==> src/hw/rtl/ppmd_pkg.sv <==
// ----------------------------------------------------------------------------
// PPM decoder package
// Shared types, codes and constants of the P6 to RGBA decoder.
// ----------------------------------------------------------------------------
package ppmd_pkg;

    localparam int COUNT_BITS_DEF = 32;
    localparam int FIFO_DEPTH     = 4;
    localparam int FIFO_PTR_W     = $clog2(FIFO_DEPTH);

    localparam logic [15:0] MAX_DIM_RST   = 16'd16384;
    localparam logic [34:0] MAX_BYTES_RST = 35'd268435456;

    localparam logic [7:0] CH_P     = 8'h50;
    localparam logic [7:0] CH_SIX   = 8'h36;
    localparam logic [7:0] CH_HASH  = 8'h23;
    localparam logic [7:0] CH_LF    = 8'h0A;
    localparam logic [7:0] CH_CR    = 8'h0D;
    localparam logic [7:0] CH_SPACE = 8'h20;
    localparam logic [7:0] CH_ZERO  = 8'h30;
    localparam logic [7:0] CH_NINE  = 8'h39;
    localparam logic [31:0] MAXVAL_OK = 32'd255;
    localparam logic [7:0] ALPHA_OPAQUE = 8'hFF;

    localparam logic       CFG_MAX_DIM   = 1'b0;
    localparam logic       CFG_MAX_BYTES = 1'b1;

    localparam logic       KIND_PIXEL  = 1'b0;
    localparam logic       KIND_STATUS = 1'b1;

    localparam int TDATA_W = 104;

    typedef enum logic [1:0] {
        ST_READY     = 2'd0,
        ST_MALFORMED = 2'd1,
        ST_DIMS      = 2'd2
    } t_status;

    typedef enum logic [3:0] {
        PH_MAGIC_P  = 4'd0,
        PH_MAGIC_6  = 4'd1,
        PH_W_SKIP   = 4'd2,
        PH_W_CMT    = 4'd3,
        PH_W_NUM    = 4'd4,
        PH_H_SKIP   = 4'd5,
        PH_H_CMT    = 4'd6,
        PH_H_NUM    = 4'd7,
        PH_M_SKIP   = 4'd8,
        PH_M_CMT    = 4'd9,
        PH_M_NUM    = 4'd10,
        PH_AFTER_CR = 4'd11,
        PH_DATA     = 4'd12,
        PH_DONE     = 4'd13,
        PH_FAIL     = 4'd14
    } t_phase;

    typedef enum logic [1:0] {
        SUB_SKIP = 2'd0,
        SUB_CMT  = 2'd1,
        SUB_NUM  = 2'd2
    } t_sub;

    typedef struct packed {
        logic        has_px;
        logic [7:0]  red;
        logic [7:0]  green;
        logic [7:0]  blue;
        logic        has_st;
        t_status     status;
        logic [31:0] width;
        logic [31:0] height;
    } t_evt;

    function automatic logic [1:0] ph_field(input t_phase ph);
        logic [1:0] f;
        f = 2'd0;
        unique case (ph)
            PH_H_SKIP, PH_H_CMT, PH_H_NUM: f = 2'd1;
            PH_M_SKIP, PH_M_CMT, PH_M_NUM: f = 2'd2;
            default:                       f = 2'd0;
        endcase
        return f;
    endfunction

    function automatic t_sub ph_sub(input t_phase ph);
        t_sub s;
        s = SUB_SKIP;
        unique case (ph)
            PH_W_CMT, PH_H_CMT, PH_M_CMT: s = SUB_CMT;
            PH_W_NUM, PH_H_NUM, PH_M_NUM: s = SUB_NUM;
            default:                      s = SUB_SKIP;
        endcase
        return s;
    endfunction

    function automatic t_phase ph_make(input logic [1:0] f, input t_sub s);
        logic [3:0] v;
        v = 4'd2 + {2'b00, f} + {1'b0, f, 1'b0} + {2'b00, s};
        return t_phase'(v);
    endfunction

    function automatic logic is_space(input logic [7:0] b);
        return (b == CH_SPACE) || (b >= 8'h09 && b <= CH_CR);
    endfunction

    function automatic logic is_digit(input logic [7:0] b);
        return (b >= CH_ZERO) && (b <= CH_NINE);
    endfunction

endpackage

==> src/hw/rtl/ppmd_front.sv <==
// ----------------------------------------------------------------------------
// PPM decoder front end
// Parses the header, checks limits, groups data bytes into pixel events, adds end status.
// ----------------------------------------------------------------------------
module ppmd_front
    import ppmd_pkg::*;
#(
    parameter int COUNT_BITS = COUNT_BITS_DEF
) (
    input  logic        i_clk,
    input  logic        i_rst_n,
    input  logic        i_cfg_valid,
    input  logic        i_cfg_index,
    input  logic [34:0] i_cfg_data,
    input  logic        i_accept,
    input  logic [7:0]  i_byte,
    input  logic        i_eof,
    output logic        o_push,
    output t_evt        o_evt
);

    logic [15:0]           r_max_dim;
    logic [34:0]           r_max_bytes;
    t_phase                r_phase, p_phase, n_phase;
    logic [31:0]           r_acc, p_acc, n_acc;
    logic [31:0]           r_width, p_width, n_width;
    logic [31:0]           r_height, p_height, n_height;
    logic [COUNT_BITS-1:0] r_left, p_left, n_left;
    logic [1:0]            r_chan, p_chan, n_chan;
    logic [7:0]            r_red, p_red, n_red;
    logic [7:0]            r_green, p_green, n_green;
    t_status               r_err, p_err, n_err;
    logic [63:0]           r_prod;
    logic                  r_dims_ok;
    logic                  p_pixel;
    logic [35:0]           acc_x10;
    logic [3:0]            digit;
    t_status               st;

    assign digit   = i_byte[3:0];
    assign acc_x10 = {1'b0, r_acc, 3'b000} + {3'b000, r_acc, 1'b0} + {32'd0, digit};

    always_ff @(posedge i_clk) begin
        r_prod    <= {32'd0, r_width} * {32'd0, r_height};
        r_dims_ok <= (r_width != 32'd0) && (r_height != 32'd0)
                  && (r_width <= {16'd0, r_max_dim}) && (r_height <= {16'd0, r_max_dim})
                  && (r_prod[63:33] == 31'd0) && (r_prod[32:0] <= r_max_bytes[34:2])
                  && ((r_prod >> COUNT_BITS) == 64'd0);
    end

    always_comb begin
        logic [1:0] fld;
        t_sub       sub;
        logic       go;
        fld      = ph_field(r_phase);
        sub      = ph_sub(r_phase);
        go       = 1'b0;
        p_phase  = r_phase;
        p_acc    = r_acc;
        p_width  = r_width;
        p_height = r_height;
        p_left   = r_left;
        p_chan   = r_chan;
        p_red    = r_red;
        p_green  = r_green;
        p_err    = r_err;
        p_pixel  = 1'b0;
        unique case (r_phase)
            PH_MAGIC_P: begin
                if (i_byte == CH_P) begin
                    p_phase = PH_MAGIC_6;
                end else begin
                    p_phase = PH_FAIL;
                    p_err   = ST_MALFORMED;
                end
            end
            PH_MAGIC_6: begin
                if (i_byte == CH_SIX) begin
                    p_phase = PH_W_SKIP;
                end else begin
                    p_phase = PH_FAIL;
                    p_err   = ST_MALFORMED;
                end
            end
            PH_W_SKIP, PH_W_CMT, PH_W_NUM, PH_H_SKIP, PH_H_CMT, PH_H_NUM,
            PH_M_SKIP, PH_M_CMT, PH_M_NUM: begin
                if (sub == SUB_CMT) begin
                    if (i_byte == CH_LF) begin
                        p_phase = ph_make(fld, SUB_SKIP);
                    end
                end else if (sub == SUB_NUM) begin
                    if (is_digit(i_byte)) begin
                        if (|acc_x10[35:32]) begin
                            p_phase = PH_FAIL;
                            p_err   = ST_MALFORMED;
                        end else begin
                            p_acc = acc_x10[31:0];
                        end
                    end else if (fld == 2'd0) begin
                        p_width = r_acc;
                        fld     = 2'd1;
                        go      = 1'b1;
                    end else if (fld == 2'd1) begin
                        p_height = r_acc;
                        fld      = 2'd2;
                        go       = 1'b1;
                    end else if (r_acc != MAXVAL_OK || !is_space(i_byte)) begin
                        p_phase = PH_FAIL;
                        p_err   = ST_MALFORMED;
                    end else if (!r_dims_ok) begin
                        p_phase = PH_FAIL;
                        p_err   = ST_DIMS;
                    end else begin
                        p_left  = r_prod[COUNT_BITS-1:0];
                        p_chan  = 2'd0;
                        p_phase = (i_byte == CH_CR) ? PH_AFTER_CR : PH_DATA;
                    end
                end else begin
                    go = 1'b1;
                end
                if (go) begin
                    if (is_space(i_byte)) begin
                        p_phase = ph_make(fld, SUB_SKIP);
                    end else if (i_byte == CH_HASH) begin
                        p_phase = ph_make(fld, SUB_CMT);
                    end else if (is_digit(i_byte)) begin
                        p_acc   = {28'd0, digit};
                        p_phase = ph_make(fld, SUB_NUM);
                    end else begin
                        p_phase = PH_FAIL;
                        p_err   = ST_MALFORMED;
                    end
                end
            end
            PH_AFTER_CR, PH_DATA: begin
                if (r_phase == PH_AFTER_CR) begin
                    p_phase = PH_DATA;
                end
                if (r_phase == PH_DATA || i_byte != CH_LF) begin
                    if (r_chan == 2'd0) begin
                        p_red  = i_byte;
                        p_chan = 2'd1;
                    end else if (r_chan == 2'd1) begin
                        p_green = i_byte;
                        p_chan  = 2'd2;
                    end else begin
                        p_pixel = 1'b1;
                        p_chan  = 2'd0;
                        p_left  = r_left - 1'b1;
                        if (r_left == {{(COUNT_BITS-1){1'b0}}, 1'b1}) begin
                            p_phase = PH_DONE;
                        end
                    end
                end
            end
            PH_DONE, PH_FAIL: begin
            end
            default: begin
                p_phase = PH_FAIL;
                p_err   = ST_MALFORMED;
            end
        endcase
    end

    always_comb begin
        if (p_phase == PH_DONE) begin
            st = ST_READY;
        end else if (p_phase == PH_FAIL && p_err == ST_DIMS) begin
            st = ST_DIMS;
        end else begin
            st = ST_MALFORMED;
        end
        o_push       = i_accept && (p_pixel || i_eof);
        o_evt.has_px = p_pixel;
        o_evt.red    = r_red;
        o_evt.green  = r_green;
        o_evt.blue   = i_byte;
        o_evt.has_st = i_eof;
        o_evt.status = st;
        o_evt.width  = (st == ST_MALFORMED) ? 32'd0 : p_width;
        o_evt.height = (st == ST_MALFORMED) ? 32'd0 : p_height;
    end

    always_comb begin
        if (i_eof) begin
            n_phase  = PH_MAGIC_P;
            n_acc    = 32'd0;
            n_width  = 32'd0;
            n_height = 32'd0;
            n_left   = '0;
            n_chan   = 2'd0;
            n_red    = 8'd0;
            n_green  = 8'd0;
            n_err    = ST_READY;
        end else begin
            n_phase  = p_phase;
            n_acc    = p_acc;
            n_width  = p_width;
            n_height = p_height;
            n_left   = p_left;
            n_chan   = p_chan;
            n_red    = p_red;
            n_green  = p_green;
            n_err    = p_err;
        end
    end

    always_ff @(posedge i_clk) begin
        if (!i_rst_n) begin
            r_max_dim   <= MAX_DIM_RST;
            r_max_bytes <= MAX_BYTES_RST;
            r_phase     <= PH_MAGIC_P;
            r_acc       <= 32'd0;
            r_width     <= 32'd0;
            r_height    <= 32'd0;
            r_left      <= '0;
            r_chan      <= 2'd0;
            r_red       <= 8'd0;
            r_green     <= 8'd0;
            r_err       <= ST_READY;
        end else begin
            if (i_cfg_valid && i_cfg_index == CFG_MAX_DIM) begin
                r_max_dim <= i_cfg_data[15:0];
            end
            if (i_cfg_valid && i_cfg_index == CFG_MAX_BYTES) begin
                r_max_bytes <= i_cfg_data;
            end
            if (i_accept) begin
                r_phase  <= n_phase;
                r_acc    <= n_acc;
                r_width  <= n_width;
                r_height <= n_height;
                r_left   <= n_left;
                r_chan   <= n_chan;
                r_red    <= n_red;
                r_green  <= n_green;
                r_err    <= n_err;
            end
        end
    end

endmodule

==> src/hw/rtl/ppmd_fifo.sv <==
// ----------------------------------------------------------------------------
// PPM decoder event queue
// Short first-in first-out queue between the parser and the output stage.
// ----------------------------------------------------------------------------
module ppmd_fifo
    import ppmd_pkg::*;
(
    input  logic i_clk,
    input  logic i_rst_n,
    input  logic i_push,
    input  t_evt i_evt,
    input  logic i_pop,
    output t_evt o_evt,
    output logic o_empty,
    output logic o_full
);

    t_evt                r_mem [FIFO_DEPTH];
    logic [FIFO_PTR_W-1:0] r_wr, r_rd;
    logic [FIFO_PTR_W:0]   r_cnt;

    assign o_empty = (r_cnt == '0);
    assign o_full  = (r_cnt == (FIFO_PTR_W+1)'(FIFO_DEPTH));
    assign o_evt   = r_mem[r_rd];

    always_ff @(posedge i_clk) begin
        if (i_push) begin
            r_mem[r_wr] <= i_evt;
        end
    end

    always_ff @(posedge i_clk) begin
        if (!i_rst_n) begin
            r_wr  <= '0;
            r_rd  <= '0;
            r_cnt <= '0;
        end else begin
            if (i_push) begin
                r_wr <= r_wr + 1'b1;
            end
            if (i_pop) begin
                r_rd <= r_rd + 1'b1;
            end
            if (i_push && !i_pop) begin
                r_cnt <= r_cnt + 1'b1;
            end else if (i_pop && !i_push) begin
                r_cnt <= r_cnt - 1'b1;
            end
        end
    end

endmodule

==> src/hw/rtl/ppmd_back.sv <==
// ----------------------------------------------------------------------------
// PPM decoder output stage
// Turns queued events into pixel and status beats on the result stream.
// ----------------------------------------------------------------------------
module ppmd_back
    import ppmd_pkg::*;
(
    input  logic               i_clk,
    input  logic               i_rst_n,
    input  t_evt               i_evt,
    input  logic               i_empty,
    output logic               o_pop,
    output logic               o_tvalid,
    input  logic               i_tready,
    output logic [TDATA_W-1:0] o_tdata,
    output logic               o_tuser,
    output logic               o_tlast
);

    logic r_valid;
    logic r_second;
    t_evt r_evt;
    logic both, beat, advance, show_st;

    assign both    = r_evt.has_px && r_evt.has_st && !r_second;
    assign beat    = r_valid && i_tready;
    assign advance = !r_valid || (beat && !both);
    assign o_pop   = advance && !i_empty;
    assign show_st = r_second || !r_evt.has_px;

    always_ff @(posedge i_clk) begin
        if (!i_rst_n) begin
            r_valid  <= 1'b0;
            r_second <= 1'b0;
        end else if (beat && both) begin
            r_second <= 1'b1;
        end else if (advance) begin
            r_valid  <= !i_empty;
            r_second <= 1'b0;
        end
    end

    always_ff @(posedge i_clk) begin
        if (o_pop) begin
            r_evt <= i_evt;
        end
    end

    always_comb begin
        o_tvalid = r_valid;
        o_tuser  = show_st ? KIND_STATUS : KIND_PIXEL;
        o_tlast  = show_st;
        if (show_st) begin
            o_tdata = {6'd0, r_evt.height, r_evt.width, r_evt.status, 32'd0};
        end else begin
            o_tdata = {6'd0, 64'd0, ST_READY, ALPHA_OPAQUE, r_evt.blue, r_evt.green,
                       r_evt.red};
        end
    end

endmodule

==> src/hw/rtl/ppm_p6_to_rgba_decoder_top.sv <==
// ----------------------------------------------------------------------------
// PPM P6 to RGBA decoder
// Streams a binary PPM file in and RGBA pixels plus a final status out.
// ----------------------------------------------------------------------------
// Channel   Direction  Handshake              Content
// s_*       in         i_s_tvalid/o_s_tready  file byte, tlast on final byte
// m_*       out        o_m_tvalid/i_m_tready  pixel or status beat
// cfg_*     in         i_cfg_valid/o_cfg_ready limit register writes
//
// One byte is taken per cycle while the event queue is not full.
// A final byte that also completes a pixel yields a pixel beat, then a status beat.
// The four-entry event queue lets input continue while the output is stalled.
// Reset is synchronous and restores both limits to their defaults.
// ----------------------------------------------------------------------------
module ppm_p6_to_rgba_decoder_top
    import ppmd_pkg::*;
#(
    parameter int COUNT_BITS = COUNT_BITS_DEF
) (
    input  logic               i_clk,
    input  logic               i_rst_n,
    input  logic               i_s_tvalid,
    output logic               o_s_tready,
    input  logic [7:0]         i_s_tdata,   // data_byte
    input  logic               i_s_tlast,
    output logic               o_m_tvalid,
    input  logic               i_m_tready,
    // red, green, blue, alpha, status, image_width, image_height, zero fill
    output logic [TDATA_W-1:0] o_m_tdata,
    output logic               o_m_tuser,   // kind
    output logic               o_m_tlast,
    input  logic               i_cfg_valid,
    output logic               o_cfg_ready,
    input  logic               i_cfg_index,
    input  logic [34:0]        i_cfg_data
);

    logic accept, push, pop, empty, full;
    t_evt evt_in, evt_out;

    assign o_s_tready  = !full;
    assign accept      = i_s_tvalid && !full;
    assign o_cfg_ready = 1'b1;

    ppmd_front #(.COUNT_BITS(COUNT_BITS)) u_front (
        .i_clk       (i_clk),
        .i_rst_n     (i_rst_n),
        .i_cfg_valid (i_cfg_valid),
        .i_cfg_index (i_cfg_index),
        .i_cfg_data  (i_cfg_data),
        .i_accept    (accept),
        .i_byte      (i_s_tdata),
        .i_eof       (i_s_tlast),
        .o_push      (push),
        .o_evt       (evt_in)
    );

    ppmd_fifo u_fifo (
        .i_clk   (i_clk),
        .i_rst_n (i_rst_n),
        .i_push  (push),
        .i_evt   (evt_in),
        .i_pop   (pop),
        .o_evt   (evt_out),
        .o_empty (empty),
        .o_full  (full)
    );

    ppmd_back u_back (
        .i_clk    (i_clk),
        .i_rst_n  (i_rst_n),
        .i_evt    (evt_out),
        .i_empty  (empty),
        .o_pop    (pop),
        .o_tvalid (o_m_tvalid),
        .i_tready (i_m_tready),
        .o_tdata  (o_m_tdata),
        .o_tuser  (o_m_tuser),
        .o_tlast  (o_m_tlast)
    );

endmodule

==> config.mk <==
export PLATFORM = sky130hd
export DESIGN_NAME = ppm_p6_to_rgba_decoder_top
export DESIGN_NICKNAME = d
export VERILOG_FILES = /design/src/hw/rtl/ppmd_pkg.sv /design/src/hw/rtl/ppmd_front.sv /design/src/hw/rtl/ppmd_fifo.sv /design/src/hw/rtl/ppmd_back.sv /design/src/hw/rtl/ppm_p6_to_rgba_decoder_top.sv
export SDC_FILE = /design/constraint.sdc
export NUM_CORES = 2
export LEC_CHECK = 0
export ABC_AREA = 1
export BUFFER_PORTS_ARGS = -buffer_cell sky130_fd_sc_hd__clkbuf_2
export CAP_MARGIN = 25
export CELL_PAD_IN_SITES_DETAIL_PLACEMENT = 0
export CELL_PAD_IN_SITES_GLOBAL_PLACEMENT = 1
export CORE_ASPECT_RATIO = 1.75
export CORE_UTILIZATION = 40
export DETAILED_ROUTE_END_ITERATION = 10
export GPL_TIMING_DRIVEN = 0
export PLACE_DENSITY = 0.76
export REMOVE_ABC_BUFFERS = 1
export SETUP_SLACK_MARGIN = 0.05
export SLEW_MARGIN = 20
export SYNTH_ARGS = -nofsm -noshare
export SYNTH_HDL_FRONTEND = slang
export SYNTH_SLANG_ARGS = --single-unit
==> constraint.sdc <==
create_clock -name i_clk -period 17.05 [get_ports i_clk]
set_input_delay 0.8525 -clock i_clk [delete_from_list [all_inputs] [get_ports i_clk]]
set_output_delay 0.8525 -clock i_clk [all_outputs]
set_load 0.03 [all_outputs]
# Word-level counts from Yosys, hierarchy flattened
# Memories as Yosys holds them, arrays and structs flattened. A register that Yosys moved wholly into a read port is not among the register bits.
# Index checks and enable logic that the tools add are counted.
# Widths: inputs -> output; s select.
# word_totals
ff_bits	277
ram_bits	368
in_bits	50
out_inout_bits	109
word_cells	277
mem_count	1
# classes
add_sub_neg	13
n_mul	1
magnitude_cmp	7
n_eq_ne	43
mux	125
bitwise_logic	2
reduce_logical	67
# memory_table
name	depth	width	rd	rd_ports_with_merged_regs	write_ports	line_no	source
u_fifo.r_mem	4	92	1	1	1	ppmd_fifo.sv:18	t_evt r_mem [FIFO_DEPTH];
# op_table
cell	count
$mux 32	36
$mux 98	1
$mux 4	21
$mux 8	9
$mux 2	34
$le 32x16->1	2
$logic_not 64->1	1
$mul 32x32->64	1
$pmux 32 s2	1
$reduce_bool 32->1	2
$add 35x33->36	1
$add 36x4->36	1
$eq 4x4->1 const B	9
$le 33x33->1	1
$eq 32x1->1 const B	1
$ne 32x8->1 const B	1
$sub 32x1->32 const B	1
$logic_not 31->1	1
$eq 8x6->1 const B	3
$logic_and 1x1->1	21
$ne 3x3->1 const B	7
$pmux 4 s5	1
$eq 4x3->1 const B	4
$eq 8x4->1 const B	2
41 further kinds	96

# Logic depth before layout (Yosys ltp)
# depth
word_depth	24
mapped_depth	34

# Cells and area by module
# A second synthesis with hierarchy kept.
# unflattened
cells_unflattened	8084
area_unflattened_um2	68923.6
# by_module_without_submodules
module	n_inst	cells_each	area_per_inst_um2	seq_area_each_um2
ppmd_front	1	6820	50852.5	5325.1
ppmd_fifo	1	948	14076.0	11230.8
ppmd_back	1	311	3970.1	2802.7
ppm_p6_to_rgba_decoder_top	1	5	25.0	0.0

# Worst setup path before layout
# No wires, ideal clock.
# synth_path
path_kind	flip-flop to flip-flop
from	reg u_front.r_height[6]
to	reg u_front.r_prod[62]
setup_ps	123
arrival_time_ps	6912
required_time_ps	16927
path_slack_ps	10015
stages_incl_launch_ff	32
period_less_slack_ps	7035
cell_sequence	dfxtp_1 clkbuf_1 clkbuf_1 nand2_1 inv_1 fa_1 fa_1 fa_1 inv_1 fa_1 inv_1 fa_1 inv_1 fa_1 inv_1 fa_1 fa_1 ha_1 nand2_1 nor2_1 inv_1 nor2_1 and3_1 nand2_1 inv_1 nor2_1 o21bai_1 nand2_1 o21a_1 o21bai_1 a21oi_1 xor2_1
# synth_between
elab_chain_len	1
# synth_rtl
item	line_no	source
start: declaration	ppmd_front.sv:27	logic [31:0] r_height, p_height, n_height;
start signal: assignment	ppmd_front.sv:232	r_height <= n_height;
$mul 32x32->64	ppmd_front.sv:44	r_prod <= {32'd0, r_width} * {32'd0, r_height};
end signal: assignment	ppmd_front.sv:44	
end: declaration	ppmd_front.sv:33	logic [63:0] r_prod;
# Every way passes these cells.
# A chain may end at the register's enable or synchronous reset.

# Worst setup path after layout
# layout_path
from	reg u_front.r_height[10]
to	reg u_front.r_prod[62]
# Same word-level chain as after synthesis.

==> results by group <==
Pwr
  – Overall power: 5240 uW
  – Net Sw Frac: 35.3%
  – Combinational share of power: 27.8%
  – Clock share of power: 29.2%
  – Peak VDD IR: 0.0905 mV
  – Switching pwr: 1850 uW
  – Pleak: 0.0382 uW
  – Internal: 3390 uW
  – PD cells: 70.1 nW/um^2
  – Seq pwr share: 43.0%

Cells and area
  – Area growth syn-to-layout: 9.38%
  – Register area: 19,400 sq um
  – Layout cells sized above 1: 6.60%
  – Total Nets Final: 9,288
  – Fill cells: 16,600
  – Commonest non-fill, non-tap cell in the layout: inv_1
  – Final Instance Area: 74,700 sq um
  – Multi-input logic area: 40,100 sq um
  – Most frequent cells in the layout: inv_1, nand2_1, fa_1

Critical path
  – Reg-to-reg slack, setup: 8.78 ns
  – CP peak stage delay: 0.79 ns
  – WP data required: 17.55 ns
  – CP Class: reg2reg
  – Critical path data arrival time: 8.77 ns
  – Slowest CP cell: dfxtp_2
  – Critical path launch point type: flip-flop
  – Top cell by count, worst path: fa_1
  – Reg2reg end: u_front.r_prod[62]$_DFF_P_
  – Crit Reg-Reg Startpoint: u_front.r_height[10]$_SDFFE_PN0P_
  – CP max FO: 20
  – Crit. End Element: flip-flop
  – Register-to-Register Path Depth: 28

Timing
  – Endpoints failing setup: 0
  – Fmax achieved: 121 MHz
  – Slew Limit Fails: 0
  – Final Skew: 0.0473 ns
  – Worst-Margin Slew: 1.01 ns
  – Setup_tns: 0 ns
  – Minimum clock period after layout: 8.27 ns
  – Slew HR: 32.8%
  – Post-route setup slack: 8.78 ns
  – Fin. Hold Viols: 0
  – Period utilization: 48.5%
  – RSZ-0062 raised after global routing: no

Synthesis
  – Synth top area cells: fa_1, edfxtp_1, inv_1, nand2_1, dfxtp_1
  – Synth Register Bits: 735
  – Mapped Cells: 8,059
  – Mean Syn Cell Area: 8.47 sq um
  – Register area share after synthesis: 28.3%
  – Library cells used by synthesis: 63
  – Syn. warnings: 0
  – Asr flop ratio synth: 0%
  – Synth top area share: 26.4%
  – Post-synth EDFFs: 460
  – Area leader, netlist: fa_1
  – Most used DFF post-synth: edfxtp_1
  – Cell Area, Synth: 68,300 sq um

Run status
  – Status: finished clean

Global route
  – GR Layer Usage met2: 46.1%
  – Vias in the first global route: 56,200
  – Met1 Use GR: 24.7%
  – First-pass GRT wire length: 318,000 um
  – Largest net degree at the start of global routing: 104
  – Busiest layer in global routing: met2
  – Antenna violations before repair: 2
  – M3 GR Usage: 2.58%
  – Remaining global-route overflow: 0
  – Aggregate global-route resource usage: 24.2%

Route
  – First DRT Iteration DRCs: 3,068
  – Post-route ant nets: 0
  – Via count: 52,700
  – DRC Markers: 0
  – First drt pass iteration count: 6
  – Wirelength per Cell: 20.1 um
  – DR vias/cell: 5.16
  – Detailed Route WL: 205,000 um

Clocking
  – Hold_buf cts: 0
  – CTS clk-pin slew, worst paths: 0.06 ns
  – TritonCTS Buffers: 69
  – Post-CTS Setup Bufs: 0
  – Sink Count: 735
  – H-tree Lvls: 3
  – Maximum clock insertion buffer count: 3
  – CTS tree: done
  – Clock root cell: clkbuf_16
  – Clk_lat worst skew: 0.67 ns
  – Post-CTS sizing: 0

Placement
  – Cell Area, Placed: 72,500 sq um
  – Routability Congestion: 0.933
  – Pre-CTS setup slack: 8.81 ns
  – Post-DP HPWL: 155,000 um
  – PortBufs: 151

Floorplanning
  – Chip height: 549 um
  – Cell row count: 200
  – Die ar.: 172,000 sq um
  – Initial Util: 40.3%
  – Ports: 159
  – Core area: 170,000 sq um
  – Die Wd: 314 um

Hold path
  – Hold endpoint: u_front.r_max_bytes[28]$_SDFFE_PN1P_
  – Hold Path Cell Cnt: 3
  – Hold path start: i_cfg_data[28]
  – Worst min path class: in2reg

Run
  – Max cap viols: 0
[routing by layer]
| layer | wire [um] | vias to the layer above |
|---|---|---|
| met1 | 69900 | 26300 |
| li1 | - | 24200 |
| met5 | 0 | - |
| met3 | 8870 | 655 |
| met4 | 15200 | 0 |
| met2 | 111000 | 1562 |
[cells in the mapped netlist (4+ instances only)]
cell      instances
a211oi_1         15
a21o_1            9
a21oi_1         358
a21oi_2          50
a31oi_1          29
buf_1             4
buf_2             7
buf_4            15
buf_6            11
clkbuf_1        407
dfxtp_1         275
edfxtp_1        460
fa_1            899
ha_1            402
inv_1          1898
inv_2            19
nand2_1        1702
nand3_1          69
nand4_1          36
nor2_1          545
nor2_2            6
nor3_1           32
nor4_1           45
o211ai_1         34
o21a_1           70
o21ai_0         380
o21ai_1           6
o21bai_1         19
o221ai_1         11
o22ai_1          94
xnor2_1          47
xor2_1           52
[metrics by stage]
| step | hold WS (ns) | utilization [%] | cells |
|---|---|---|---|
| finish | 0.437 | 44.0 | 10200 |
| global route | 0.441 | 44.0 | 10200 |
| CTS | 0.393 | 44.0 | 10200 |
| detailed placement | 0.458 | 42.7 | 10100 |
| global placement | 0.446 | 41.3 | 9993 |
| floorplan | 0.433 | - | 7620 |
[layout make-up]
cell class,instances,area share [%]
clock buffers,89,2.52
flip-flops and latches,735,26.0
well taps,2222,3.72
repair buffers,246,3.99
diodes,3,0.0100
multi-input cells,4967,53.7
inverters,1918,9.67
clock inverters,35,0.400
[worst max path at each step]
stage	from	endpoint	slack, ns	cells past startpoint
floorplan	u_back.r_evt[91]$_DFFE_PP_	u_fifo.r_cnt[1]$_SDFFE_PN0P_	8.18	13
CTS	u_front.r_height[10]$_SDFFE_PN0P_	u_front.r_prod[62]$_DFF_P_	8.76	28
global route	u_front.r_height[6]$_SDFFE_PN0P_	u_front.r_prod[62]$_DFF_P_	8.31	30
finish	u_front.r_height[10]$_SDFFE_PN0P_	u_front.r_prod[62]$_DFF_P_	8.78	28
global placement	u_fifo.r_rd[0]$_SDFFE_PN0P_	u_fifo.r_rd[1]$_SDFFE_PN0P_	3.42	5
detailed placement	u_front.r_height[10]$_SDFFE_PN0P_	u_front.r_prod[62]$_DFF_P_	8.81	28
[power groups by stage]
stage | Clock (uW) | Sequential (uW) | Combinational [uW]
global route | 1630 | 2270 | 1600
detailed placement | 0 | 2300 | 1480
global placement | 0 | 2400 | 1320
finish | 1530 | 2250 | 1450
floorplan | 0 | 2310 | 922
CTS | 1570 | 2260 | 1480
[kinds of logic (layout without fill, tap and decap cells)]
group	after synthesis	count (layout)	share of synthesized area, %
AOI/OAI and AO/OA	1105	1105	9.38
xor gates and xnor gates	99	99	1.27
adders and majority gates	1301	1301	33.7
buffers and inverters	2362	2288	13.2
DFF	735	735	28.3
other	2	10	0.0110
and+or+nand+nor	2455	2455	14.1
[state kept, by name, indices dropped and copies added, names as in the netlist, 2 cells and up]
signal / count
u_fifo.r_cnt: 3
u_front.r_width: 32
u_front.r_left: 32
u_front.r_green: 8
u_back.r_evt: 92
u_front.r_red: 8
u_front.r_err: 2
u_fifo.r_wr: 2
u_fifo.r_rd: 2
u_front.r_prod: 64
u_front.r_max_dim: 16
u_front.r_chan: 2
u_front.r_max_bytes: 33
u_front.r_acc: 32
u_fifo.r_mem: 368
u_front.r_height: 32
u_front.r_phase: 4
[worst max-delay path, delay by kind of cell (launching register included)]
kind,cells,cell delay [ns]
buffers and inverters,6,0.64
AOI/OAI and AO/OA,4,1.00
and+or+nand+nor,8,0.97
xor gates and xnor gates,1,0.18
DFF,1,0.79
adders and majority gates,9,4.50
Power figures use the tool's default switching activity.
